## src/hw/rtl/u2u_pkg.sv

```systemverilog
`default_nettype none

package u2u_pkg;

  // Replacement unit for malformed input.
  localparam logic [15:0] REPL_UNIT = 16'hFFFD;
  // Base values of the two surrogate halves.
  localparam logic [15:0] SUR_HI_BASE = 16'hD800;
  localparam logic [15:0] SUR_LO_BASE = 16'hDC00;
  // Offset of the high-half index taken off bits 20..10, that is 0x10000 >> 10.
  localparam logic [10:0] SUR_HI_OFFSET = 11'd64;

  // Upper bounds of the byte classes.
  localparam logic [7:0] ASCII_MAX = 8'h7F;
  localparam logic [7:0] CONT_MAX  = 8'hBF;
  localparam logic [7:0] LEAD2_MAX = 8'hDF;
  localparam logic [7:0] LEAD3_MAX = 8'hEF;
  localparam logic [7:0] LEAD4_MAX = 8'hF7;

  // Payload masks of the lead bytes and of a continuation byte.
  localparam logic [7:0] LEAD2_MASK = 8'h1F;
  localparam logic [7:0] LEAD3_MASK = 8'h0F;
  localparam logic [7:0] LEAD4_MASK = 8'h07;
  localparam logic [7:0] CONT_MASK  = 8'h3F;

  // Input command codes.
  typedef enum logic {
    CMD_DATA = 1'b0,
    CMD_END  = 1'b1
  } cmd_t;

  // Class of an incoming byte.
  typedef enum logic [2:0] {
    BC_ASCII,
    BC_CONT,
    BC_LEAD2,
    BC_LEAD3,
    BC_LEAD4,
    BC_INVALID
  } byte_class_t;

  typedef struct packed {
    logic       command;
    logic [7:0] data_byte;
  } in_item_t;

  typedef struct packed {
    logic [15:0] code_unit;
    logic        last;
  } out_item_t;

  // Work handed from the front to the back: one or two code units.
  typedef struct packed {
    logic [1:0]  count;
    logic [15:0] unit0;
    logic [15:0] unit1;
  } job_t;

endpackage

`default_nettype wire

```

## src/hw/rtl/u2u_front.sv

```systemverilog
`default_nettype none

module u2u_front
  import u2u_pkg::*;
(
  input  wire logic     clk,
  input  wire logic     rst_n,
  input  wire logic     in_push,
  input  wire in_item_t in_item,
  output logic          in_full,
  output logic          q_push,
  input  wire logic     q_full,
  output job_t          q_job
);

  logic [1:0]  pend_r;
  logic [1:0]  pend_nxt;
  logic [20:0] acc_r;
  logic [20:0] acc_nxt;
  logic [20:0] acc_shift;
  logic [10:0] sur_idx;
  logic        accept;
  byte_class_t bclass;
  job_t        job;

  assign in_full = q_full;
  assign accept  = in_push && !q_full;

  // Classify the incoming byte by its range.
  always_comb begin
    if (in_item.data_byte <= ASCII_MAX) begin
      bclass = BC_ASCII;
    end else if (in_item.data_byte <= CONT_MAX) begin
      bclass = BC_CONT;
    end else if (in_item.data_byte <= LEAD2_MAX) begin
      bclass = BC_LEAD2;
    end else if (in_item.data_byte <= LEAD3_MAX) begin
      bclass = BC_LEAD3;
    end else if (in_item.data_byte <= LEAD4_MAX) begin
      bclass = BC_LEAD4;
    end else begin
      bclass = BC_INVALID;
    end
  end

  // Accumulator with the continuation payload shifted in, and the high surrogate index.
  assign acc_shift = {acc_r[14:0], in_item.data_byte[5:0] & CONT_MASK[5:0]};
  assign sur_idx   = acc_shift[20:10] - SUR_HI_OFFSET;

  // Decode step: next state and the code units this item produces.
  always_comb begin
    job      = '0;
    pend_nxt = pend_r;
    acc_nxt  = acc_r;
    if (in_item.command == CMD_END) begin
      if (pend_r != 2'd0) begin
        job.count = 2'd1;
        job.unit0 = REPL_UNIT;
      end
      pend_nxt = 2'd0;
      acc_nxt  = '0;
    end else begin
      case (bclass)
        BC_ASCII: begin
          if (pend_r != 2'd0) begin
            job.count = 2'd2;
            job.unit0 = REPL_UNIT;
            job.unit1 = {8'h00, in_item.data_byte};
            pend_nxt  = 2'd0;
          end else begin
            job.count = 2'd1;
            job.unit0 = {8'h00, in_item.data_byte};
          end
        end
        BC_CONT: begin
          if (pend_r != 2'd0) begin
            acc_nxt  = acc_shift;
            pend_nxt = pend_r - 2'd1;
            if (pend_r == 2'd1) begin
              if (acc_shift[20:16] == 5'd0) begin
                job.count = 2'd1;
                job.unit0 = acc_shift[15:0];
              end else begin
                job.count = 2'd2;
                job.unit0 = SUR_HI_BASE + {5'd0, sur_idx};
                job.unit1 = SUR_LO_BASE | {6'd0, acc_shift[9:0]};
              end
            end
          end else begin
            job.count = 2'd1;
            job.unit0 = REPL_UNIT;
          end
        end
        BC_LEAD2: begin
          pend_nxt = 2'd1;
          acc_nxt  = {16'd0, in_item.data_byte[4:0] & LEAD2_MASK[4:0]};
        end
        BC_LEAD3: begin
          pend_nxt = 2'd2;
          acc_nxt  = {17'd0, in_item.data_byte[3:0] & LEAD3_MASK[3:0]};
        end
        BC_LEAD4: begin
          pend_nxt = 2'd3;
          acc_nxt  = {18'd0, in_item.data_byte[2:0] & LEAD4_MASK[2:0]};
        end
        default: begin
          job.count = 2'd1;
          job.unit0 = REPL_UNIT;
          pend_nxt  = 2'd0;
        end
      endcase
    end
  end

  // Decoder state advances only on an accepted item.
  always_ff @(posedge clk) begin
    if (!rst_n) begin
      pend_r <= 2'd0;
      acc_r  <= '0;
    end else if (accept) begin
      pend_r <= pend_nxt;
      acc_r  <= acc_nxt;
    end
  end

  // Items that produce no code unit never enter the queue.
  assign q_push = accept && (job.count != 2'd0);
  assign q_job  = job;

endmodule

`default_nettype wire

```

## src/hw/rtl/u2u_queue.sv

```systemverilog
`default_nettype none

module u2u_queue
  import u2u_pkg::*;
#(
  parameter int DEPTH = 4
) (
  input  wire logic  clk,
  input  wire logic  rst_n,
  input  wire logic  push,
  input  wire job_t  push_job,
  output logic       full,
  input  wire logic  pop,
  output job_t       pop_job,
  output logic       empty
);

  localparam int PW = (DEPTH > 1) ? $clog2(DEPTH) : 1;
  localparam int CW = $clog2(DEPTH + 1);
  localparam logic [PW-1:0] LAST_IDX = PW'(DEPTH - 1);
  localparam logic [CW-1:0] FULL_CNT = CW'(DEPTH);

  job_t          slots_r [DEPTH];
  logic [PW-1:0] wr_ptr_r;
  logic [PW-1:0] wr_ptr_nxt;
  logic [PW-1:0] rd_ptr_r;
  logic [PW-1:0] rd_ptr_nxt;
  logic [CW-1:0] cnt_r;
  logic [CW-1:0] cnt_nxt;
  logic          do_push;
  logic          do_pop;

  assign full    = (cnt_r == FULL_CNT);
  assign empty   = (cnt_r == '0);
  assign do_push = push && !full;
  assign do_pop  = pop && !empty;
  assign pop_job = slots_r[rd_ptr_r];

  // Pointer and occupancy update with wrap at the last slot.
  always_comb begin
    wr_ptr_nxt = wr_ptr_r;
    rd_ptr_nxt = rd_ptr_r;
    cnt_nxt    = cnt_r;
    if (do_push) begin
      wr_ptr_nxt = (wr_ptr_r == LAST_IDX) ? '0 : wr_ptr_r + PW'(1);
    end
    if (do_pop) begin
      rd_ptr_nxt = (rd_ptr_r == LAST_IDX) ? '0 : rd_ptr_r + PW'(1);
    end
    if (do_push && !do_pop) begin
      cnt_nxt = cnt_r + CW'(1);
    end else if (do_pop && !do_push) begin
      cnt_nxt = cnt_r - CW'(1);
    end
  end

  always_ff @(posedge clk) begin
    if (!rst_n) begin
      wr_ptr_r <= '0;
      rd_ptr_r <= '0;
      cnt_r    <= '0;
    end else begin
      wr_ptr_r <= wr_ptr_nxt;
      rd_ptr_r <= rd_ptr_nxt;
      cnt_r    <= cnt_nxt;
    end
  end

  // Slot storage needs no reset.
  always_ff @(posedge clk) begin
    if (do_push) begin
      slots_r[wr_ptr_r] <= push_job;
    end
  end

endmodule

`default_nettype wire

```

## src/hw/rtl/u2u_back.sv

```systemverilog
`default_nettype none

module u2u_back
  import u2u_pkg::*;
(
  input  wire logic  clk,
  input  wire logic  rst_n,
  input  wire logic  q_valid,
  input  wire job_t  q_job,
  output logic       q_pop,
  output logic       out_empty,
  input  wire logic  out_pop,
  output out_item_t  out_item
);

  logic      hold_vld_r;
  logic      hold_vld_nxt;
  logic      second_r;
  logic      second_nxt;
  job_t      hold_r;
  job_t      hold_nxt;
  logic      out_vld_r;
  logic      out_vld_nxt;
  out_item_t out_r;
  out_item_t out_nxt;
  logic      load_out;
  logic      cur_last;
  logic      hold_free;

  // The output register takes a new unit whenever a job is held and it is empty or being drained.
  assign load_out  = hold_vld_r && (!out_vld_r || (out_pop && out_vld_r));
  assign cur_last  = second_r || (hold_r.count == 2'd1);
  assign hold_free = !hold_vld_r || (load_out && cur_last);
  assign q_pop     = hold_free && q_valid;

  // Sequence the units of the held job into the output register.
  always_comb begin
    hold_vld_nxt = hold_vld_r;
    second_nxt   = second_r;
    hold_nxt     = hold_r;
    out_vld_nxt  = out_vld_r;
    out_nxt      = out_r;
    if (q_pop) begin
      hold_vld_nxt = 1'b1;
      second_nxt   = 1'b0;
      hold_nxt     = q_job;
    end else if (load_out && cur_last) begin
      hold_vld_nxt = 1'b0;
      second_nxt   = 1'b0;
    end else if (load_out) begin
      second_nxt = 1'b1;
    end
    if (load_out) begin
      out_vld_nxt       = 1'b1;
      out_nxt.code_unit = second_r ? hold_r.unit1 : hold_r.unit0;
      out_nxt.last      = cur_last;
    end else if (out_pop) begin
      out_vld_nxt = 1'b0;
    end
  end

  always_ff @(posedge clk) begin
    if (!rst_n) begin
      hold_vld_r <= 1'b0;
      second_r   <= 1'b0;
      out_vld_r  <= 1'b0;
    end else begin
      hold_vld_r <= hold_vld_nxt;
      second_r   <= second_nxt;
      out_vld_r  <= out_vld_nxt;
    end
  end

  // Payload registers need no reset.
  always_ff @(posedge clk) begin
    hold_r <= hold_nxt;
    out_r  <= out_nxt;
  end

  assign out_empty = !out_vld_r;
  assign out_item  = out_r;

endmodule

`default_nettype wire

```

## src/hw/rtl/utf8_to_utf16_decoder_core.sv

```systemverilog
`default_nettype none

// UTF-8 to UTF-16 stream decoder. One UTF-8 byte (or an end-of-string command) is
// taken per item and the block may accept one item every clock cycle while in_full
// is low; the decode itself completes in the cycle of acceptance. Each item yields
// zero, one or two UTF-16 code units, and the result side delivers one unit per
// cycle while results are popped. A job queue of QUEUE_DEPTH entries sits between
// the decoder and the result sequencer; full rises only when that queue is full,
// which happens when items yield units faster than the result side emits them or
// when results are not popped. The first result of an item passes through the job
// queue, the sequencer's hold register and its output register. Malformed bytes
// produce 0xFFFD; no overlong or range checks are made.
module utf8_to_utf16_decoder_core
  import u2u_pkg::*;
#(
  parameter int QUEUE_DEPTH = 4
) (
  input  wire logic     clk,
  input  wire logic     rst_n,
  input  wire logic     in_push,
  input  wire in_item_t in_item,
  output logic          in_full,
  output logic          out_empty,
  input  wire logic     out_pop,
  output out_item_t     out_item
);

  job_t  push_job;
  job_t  pop_job;
  logic  q_push;
  logic  q_full;
  logic  q_empty;
  logic  q_valid;
  logic  q_pop;

  // Decoder: classifies bytes and keeps the sequence state.
  u2u_front u_front (
    .clk     (clk),
    .rst_n   (rst_n),
    .in_push (in_push),
    .in_item (in_item),
    .in_full (in_full),
    .q_push  (q_push),
    .q_full  (q_full),
    .q_job   (push_job)
  );

  // Job queue between the decoder and the result sequencer.
  u2u_queue #(
    .DEPTH (QUEUE_DEPTH)
  ) u_queue (
    .clk      (clk),
    .rst_n    (rst_n),
    .push     (q_push),
    .push_job (push_job),
    .full     (q_full),
    .pop      (q_pop),
    .pop_job  (pop_job),
    .empty    (q_empty)
  );

  assign q_valid = !q_empty;

  // Result sequencer: emits the units of each job, one per cycle while results are popped.
  u2u_back u_back (
    .clk       (clk),
    .rst_n     (rst_n),
    .q_valid   (q_valid),
    .q_job     (pop_job),
    .q_pop     (q_pop),
    .out_empty (out_empty),
    .out_pop   (out_pop),
    .out_item  (out_item)
  );

endmodule

`default_nettype wire

```

## config.mk

```make
export PLATFORM = sky130hd
export DESIGN_NAME = utf8_to_utf16_decoder_core
export DESIGN_NICKNAME = d
export VERILOG_FILES = /design/src/hw/rtl/u2u_pkg.sv /design/src/hw/rtl/u2u_front.sv /design/src/hw/rtl/u2u_queue.sv /design/src/hw/rtl/u2u_back.sv /design/src/hw/rtl/utf8_to_utf16_decoder_core.sv
export SDC_FILE = /design/constraint.sdc
export NUM_CORES = 1
export LEC_CHECK = 0
export BUFFER_PORTS_ARGS = -buffer_cell sky130_fd_sc_hd__buf_2
export CAP_MARGIN = 20
export CORE_MARGIN = 4
export CORE_UTILIZATION = 35
export DETAILED_ROUTE_END_ITERATION = 10
export SYNTH_ARGS = -nofsm -noshare
export SYNTH_HDL_FRONTEND = slang
export SYNTH_HIERARCHICAL = 1
export SYNTH_SLANG_ARGS = --single-unit
```

## constraint.sdc

```tcl
create_clock -name clk -period 9.5 [get_ports clk]
set_clock_uncertainty 0.1 [all_clocks]
set_input_delay 1.9 -clock clk [delete_from_list [all_inputs] [get_ports clk]]
set_output_delay 1.9 -clock clk [all_outputs]
set_load 0.1 [all_outputs]
```

# After elaboration in Yosys (flattened, before gate mapping)
# Memories as Yosys holds them, arrays and structs flattened. A register that Yosys moved wholly into a read port is not among the register bits.
# Cells that the tools add are included.
# W data, S select, Z words.
[word_totals]
regBits = 44
latch_bits = 0
mem_bits_rw = 136
rom_bits = 0
inputBits = 13
output_inout_bits = 19
elab_cells = 102
memories = 1
[memory_table]
columns = ["memory", "depth", "word_bits", "read_ports", "rd_ports_with_merged_regs", "wr", "line", "text"]
rows = [
  ["u_queue.slots_r", 4, 34, 1, 1, 1, "u2u_queue.sv:23", "job_t slots_r [DEPTH];"],
]
[classes]
add_sub_neg = 7
mul = 0
div_mod_pow = 0
magnitude_cmp = 5
n_eq_ne = 11
shifts = 0
n_mux = 35
bitwise_logic = 1
n_reduce_logical = 32
[ops]
columns = ["op", "count"]
rows = [
  ["$mux W18", 4],
  ["$mux W16", 4],
  ["$pmux W15 S4", 1],
  ["$pmux W18 S3", 1],
  ["$mux W34", 1],
  ["$le A8 B8 Y1 const B", 4],
  ["$pmux W16 S2", 1],
  ["$mux W15", 2],
  ["$mux W3", 6],
  ["$mux W17", 1],
  ["$add A15 B12 Y16 const A", 1],
  ["$sub A11 B7 Y11 const B", 1],
  ["$logic_and A1 B1 Y1", 10],
  ["$mux W2", 5],
  ["$pmux W2 S5", 1],
  ["$reduce_bool A2 Y1", 5],
  ["$le A8 B7 Y1 const B", 1],
  ["$mux W8", 1],
  ["$mux W1", 7],
  ["$eq A3 B2 Y1 const B", 2],
  ["$eq A3 B3 Y1 const B", 2],
  ["$logic_not A1 Y1", 6],
  ["$logic_not A3 Y1", 2],
  ["$ne A3 B2 Y1 const B", 2],
  ["13 further kinds", 20],
]

# Longest topological paths before layout
[depth]
depth_word = 17
depth_mapped = 13
depth_no_buf = 11

# Hierarchy
# The synthesis kept the hierarchy.
[modules_own_cells]
columns = ["module", "n_inst", "cells_each", "area_each_um2", "seq_area_each_um2"]
rows = [
  ["u2u_queue", 1, 229, 5435.2, 4264.1],
  ["u2u_back", 1, 88, 1899.3, 1591.5],
  ["u2u_front", 1, 174, 1353.8, 340.3],
  ["utf8_to_utf16_decoder_core", 1, 1, 3.8, 0.0],
]

# Worst setup path before layout
# Ideal clock, no wire load.
[synth_path]
path_type = "input port to flip-flop"
startpoint = "input port out_pop"
endpoint = "register u_queue.cnt_r[2]"
setup_ns = 0.076
arrival_ns = 6.301
t_required_ns = 9.324
slack_ns = 3.024
stages = 10
n_path_buf = 0
cell_sequence = "or2b_1 o21ai_0 a21boi_0 o31ai_1 ha_1 inv_1 fa_1 xor2_1 or3_1 a21boi_0"
[synth_via]
elab_chain_len = 10
word_cells_on_any_way = 12
classes_between = "mux: 1; reduce/logical: 11"
[synth_rtl]
columns = ["item", "line", "text"]
rows = [
  ["start, declared", "utf8_to_utf16_decoder_core.sv:24", "input wire logic out_pop,"],
  ["$logic_and A1 B1 Y1 (*)", "u2u_back.sv:31", "assign load_out = hold_vld_r && (!out_vld_r || (out_pop && out_vld_r));"],
  ["$logic_or A1 B1 Y1 (*)", "u2u_back.sv:31", ""],
  ["$logic_and A1 B1 Y1 (*)", "u2u_back.sv:31", ""],
  ["$logic_and A1 B1 Y1 (*)", "u2u_back.sv:33", "assign hold_free = !hold_vld_r || (load_out && cur_last);"],
  ["$logic_or A1 B1 Y1 (*)", "u2u_back.sv:33", ""],
  ["$logic_and A1 B1 Y1 (*)", "u2u_back.sv:34", "assign q_pop = hold_free && q_valid;"],
  ["via q_pop", "utf8_to_utf16_decoder_core.sv:34", "logic q_pop;"],
  ["$logic_and A1 B1 Y1 (*)", "u2u_queue.sv:36", "assign do_pop = pop && !empty;"],
  ["$logic_not A1 Y1", "u2u_queue.sv:50", "if (do_push && !do_pop) begin"],
  ["$logic_and A1 B1 Y1", "u2u_queue.sv:50", ""],
  ["$mux W3 / $reduce_bool A2 Y1 (equally long branches)", "--", ""],
  ["end signal, assigned", "u2u_queue.sv:65", "cnt_r <= cnt_nxt;"],
  ["end, declared", "u2u_queue.sv:28", "logic [CW-1:0] cnt_r;"],
]
# The timed path passes the listed nets; every way through them passes the cells marked *.
# A chain may end at the register's enable or synchronous reset.

# Final worst setup path
[layout_path]
startpoint = "input port in_item[7] (netlist name)"
endpoint = "register u_queue.cnt_r[2]"
[layout_via]
elab_chain_len = 16
word_cells_on_any_way = 26
classes_between = "order compare: 5; eq/ne: 4; mux: 8; reduce/logical: 9"
[layout_rtl]
columns = ["item", "line", "text"]
rows = [
  ["start, declared", "utf8_to_utf16_decoder_core.sv:21", "input wire in_item_t in_item,"],
  ["$le A8 B8 Y1", "u2u_front.sv:39", "end else if (in_item.data_byte <= LEAD4_MAX) begin"],
  ["$mux W1", "u2u_front.sv:39", ""],
  ["$mux W3", "u2u_front.sv:37", "end else if (in_item.data_byte <= LEAD3_MAX) begin"],
  ["$mux W3", "u2u_front.sv:35", "end else if (in_item.data_byte <= LEAD2_MAX) begin"],
  ["$mux W3", "u2u_front.sv:33", "end else if (in_item.data_byte <= CONT_MAX) begin"],
  ["$mux W3 (*)", "u2u_front.sv:31", "if (in_item.data_byte <= ASCII_MAX) begin"],
  ["$eq A3 B2 Y1 / $eq A3 B3 Y1 (equally long branches)", "u2u_front.sv:63", "case (bclass)"],
  ["$reduce_or A3 Y1 (no line)", "--", ""],
  ["$pmux W18 S3 (*)", "u2u_front.sv:63", ""],
  ["$mux W18 (*)", "u2u_front.sv:55", "if (in_item.command == CMD_END) begin"],
  ["$reduce_bool A2 Y1 (*)", "u2u_front.sv:127", "assign q_push = accept && (job.count != 2'd0);"],
  ["$logic_and A1 B1 Y1 (*)", "u2u_front.sv:127", ""],
  ["via q_push", "utf8_to_utf16_decoder_core.sv:30", "logic q_push;"],
  ["$logic_and A1 B1 Y1 (*)", "u2u_queue.sv:35", "assign do_push = push && !full;"],
  ["$logic_not A1 Y1", "u2u_queue.sv:52", "end else if (do_pop && !do_push) begin"],
  ["$logic_and A1 B1 Y1", "u2u_queue.sv:52", ""],
  ["$reduce_bool A2 Y1 (no line)", "--", ""],
]
# Marked as above.

==> reports/metrics.csv <==
metric;value;unit
outcome;completed;
Worst Max-Slew Pin Slew;1.01;ns
drt first pass iters;6;
CTS Hold Bufs;0;
Die Width;166;um
CTS max path bufs;3;
largest net degree at the start of global routing;36;
Syn Inst Count;492;
fraction of registers with async set or reset after synthesis;0;
max incr delay on CP;0.47;ns
clock sink count;216;
TritonCTS clock tree;yes;
Distinct cells, synth;59;
Routed Antenna Nets;0;
leading area contributor after synthesis;edfxtp_1;
Yosys reg bits;216;
Vias;4314;
Antenna Cells;0;
vias per cell;4.97;
die footprint;27400;um2
Boundary Pins;32;
Peak VDD IR;0.119;mV
Detailed Route Iter0 Violations;313;
worst skew pair latency;0.49;ns
DRC Markers;0;
final WL;15.8;mm
max-cap check violation count;0;
Design Power;0.00279;W
RSZ-0062 raised after global routing;no;
CTS Buf Count;23;
Synth top area share;0.646;
P per Cell Area;284;nW/um2
Critical Path, Cell by Cell;buf_2 -> nand3_1 -> nor2_1 -> nor2_1 -> a311oi_1 -> nor2b_1 -> ha_1 -> inv_1 -> fa_1 -> xor2_1 -> or3_1 -> a21boi_0;
Synth area leaders;edfxtp_1 65%, mux4_2 7.8%, dfxtp_1 6.7%;
first-pass GRT wire length;25.3;mm
Critical Path RT;9.82;ns
Post-CTS Setup Inserts;0;
crit path time final;4.33;ns
# resized after CTS;0;
initial core utilization;0.356;
wire length per cell;18.2;um
CTS Root Cell;clkbuf_16;
setup_tns;0;ns
CP Capture Type;flip-flop;
Slew HR;0.325;
register area share after synthesis;0.713;
class of the worst hold path;reg2reg;
Synth Flop Type;edfxtp_1;
Tcrit/Tclk final;0.456;
Total GRT Usage;0.119;
area grow syn2layout;13.1;%
syn nets;515;
fin area;9830;um2
H-tree depth;1;
Rows;57;
final hold vios;0;
port buffer count;31;
Critical Path AT;4.64;ns
Post-synth EDFFs;187;
Area after DPL;9100;um2
WHS;0.409;ns
CP dominant cell by count;nor2_1;
height of the die;166;um
mapped cell area;8690;um2
setup violators final;0;
Final GP Congestion;0.883;
CP Launch Type;input pin;
clock transition at the registers of the reported paths;0.06;ns
share of cells above drive strength 1;0.233;
Critical Path Fanout Max;16;
Highest Clock Rate;0.231;GHz
core area;24400;um2
critical path type;in2reg;
GRT overflow;0;
final layout net count;551;
vias in the first global route;4560;
initial antenna violation count;0;
max-slew violations;0;
cell at the slowest stage of the critical path;nor2b_1;
DP HPWL;9.89;mm
LEAKAGE;3.19;nW
Synth Area per Inst;17.7;um2
Synth warnings;6;
flip-flops by register name (all words and copies together), names as in the netlist, 2 cells and up, named ones only:
name              count
u_queue/slots_r     136
u_front/pend_r        2
u_queue/cnt_r         3
u_back/out_item      17
u_front/acc_r        15
u_back/hold_r        34
u_queue/wr_ptr_r      2
u_queue/rd_ptr_r      2
metal layers:
metal | share of wire | up-vias | GRT usage
met4 | 0.015 | 0 | 0.0281
met5 | 0 | - | 0
met1 | 0.44 | 2174 | 0.164
li1 | - | 2002 | -
met2 | 0.49 | 116 | 0.198
met3 | 0.053 | 22 | 0.0228
cells in the final DEF (no fill, tap or decap), drive strengths merged, types with 3 or more instances in the layout:
cell / count
a21boi: 6
a21oi: 6
a22o: 11
a31oi: 9
and2: 16
and3: 3
buf: 39
bufinv: 3
clkbuf: 31
clkinv: 6
dfxtp: 29
edfxtp: 187
ha: 9
inv: 11
mux2: 18
mux2i: 5
mux4: 34
nand2: 26
nand2b: 3
nand3: 6
nand4b: 4
nor2: 11
nor2b: 8
nor3: 5
nor3b: 4
nor4b: 3
o211ai: 3
o21ai: 20
xnor2: 3
final cells by class:
class / count / area (um2)
clock buffers: 31 / 606
well taps: 324 / 405
fillers: 2215 / 14600
flip-flops and latches: 216 / 6200
repair buffers: 39 / 215
multi-input cells: 238 / 2250
inverters: 10 / 37.5
clock inverters: 10 / 123
cells by family (layout without fill, tap and decap cells):
logic type | after synthesis | in the layout | synth area share
and+or+nand+nor | 98 | 98 | 0.0652
buffers and inverters | 38 | 90 | 0.0305
AOI/OAI and AO/OA | 67 | 67 | 0.0518
muxes | 57 | 57 | 0.119
xor gates and xnor gates | 5 | 5 | 0.00504
other | 1 | 1 | 0.000431
DFF | 216 | 216 | 0.713
adders and majority gates | 10 | 10 | 0.0153
through the flow:
step / worst slack [ns] / cells / util
3_5_place_dp: 4.69 / 827 / 0.373
5_1_grt: 4.93 / 868 / 0.403
6_report: 5.17 / 868 / 0.403
3_3_place_gp: 4.78 / 827 / 0.373
4_1_cts: 5.20 / 868 / 0.403
2_1_floorplan: 3.02 / 492 / -
report_power, final:
group,total (W),internal [W],switching [W]
registers,0.00130,0.00124,0.0000534
logic,0.000639,0.000213,0.000427
clock network,0.000857,0.000527,0.000331
total,0.00279,0.00198,0.000811
worst paths after layout:
kind	start	endpoint	slack (ns)	cells past startpoint
max	in_item[7]	u_queue/cnt_r[2]	5.17	12
max reg2reg	u_back/second_r	u_queue/cnt_r[2]	6.06	10
min	u_front/acc_r[11]	u_front/acc_r[11]	0.41	1
min reg2reg	u_front/acc_r[11]	u_front/acc_r[11]	0.41	1
critical path, delay by kind of cell:
kind / cells / cell delay, ns
fa+ha+maj: 2 / 0.66
compound gates: 2 / 0.45
buf+inv: 2 / 0.33
simple gates: 5 / 1.16
xor+xnor: 1 / 0.16
cells in the mapped netlist (10+ instances only):
| library cell | n |
|---|---|
| edfxtp_1 | 187 |
| mux4_2 | 30 |
| dfxtp_1 | 29 |
| nand2_1 | 26 |
| o21ai_0 | 19 |
| mux2_2 | 18 |
| and2_1 | 15 |
| nor2_1 | 11 |
| a22o_1 | 10 |
| inv_1 | 10 |
No activity file was read; power rests on OpenSTA's default activity.
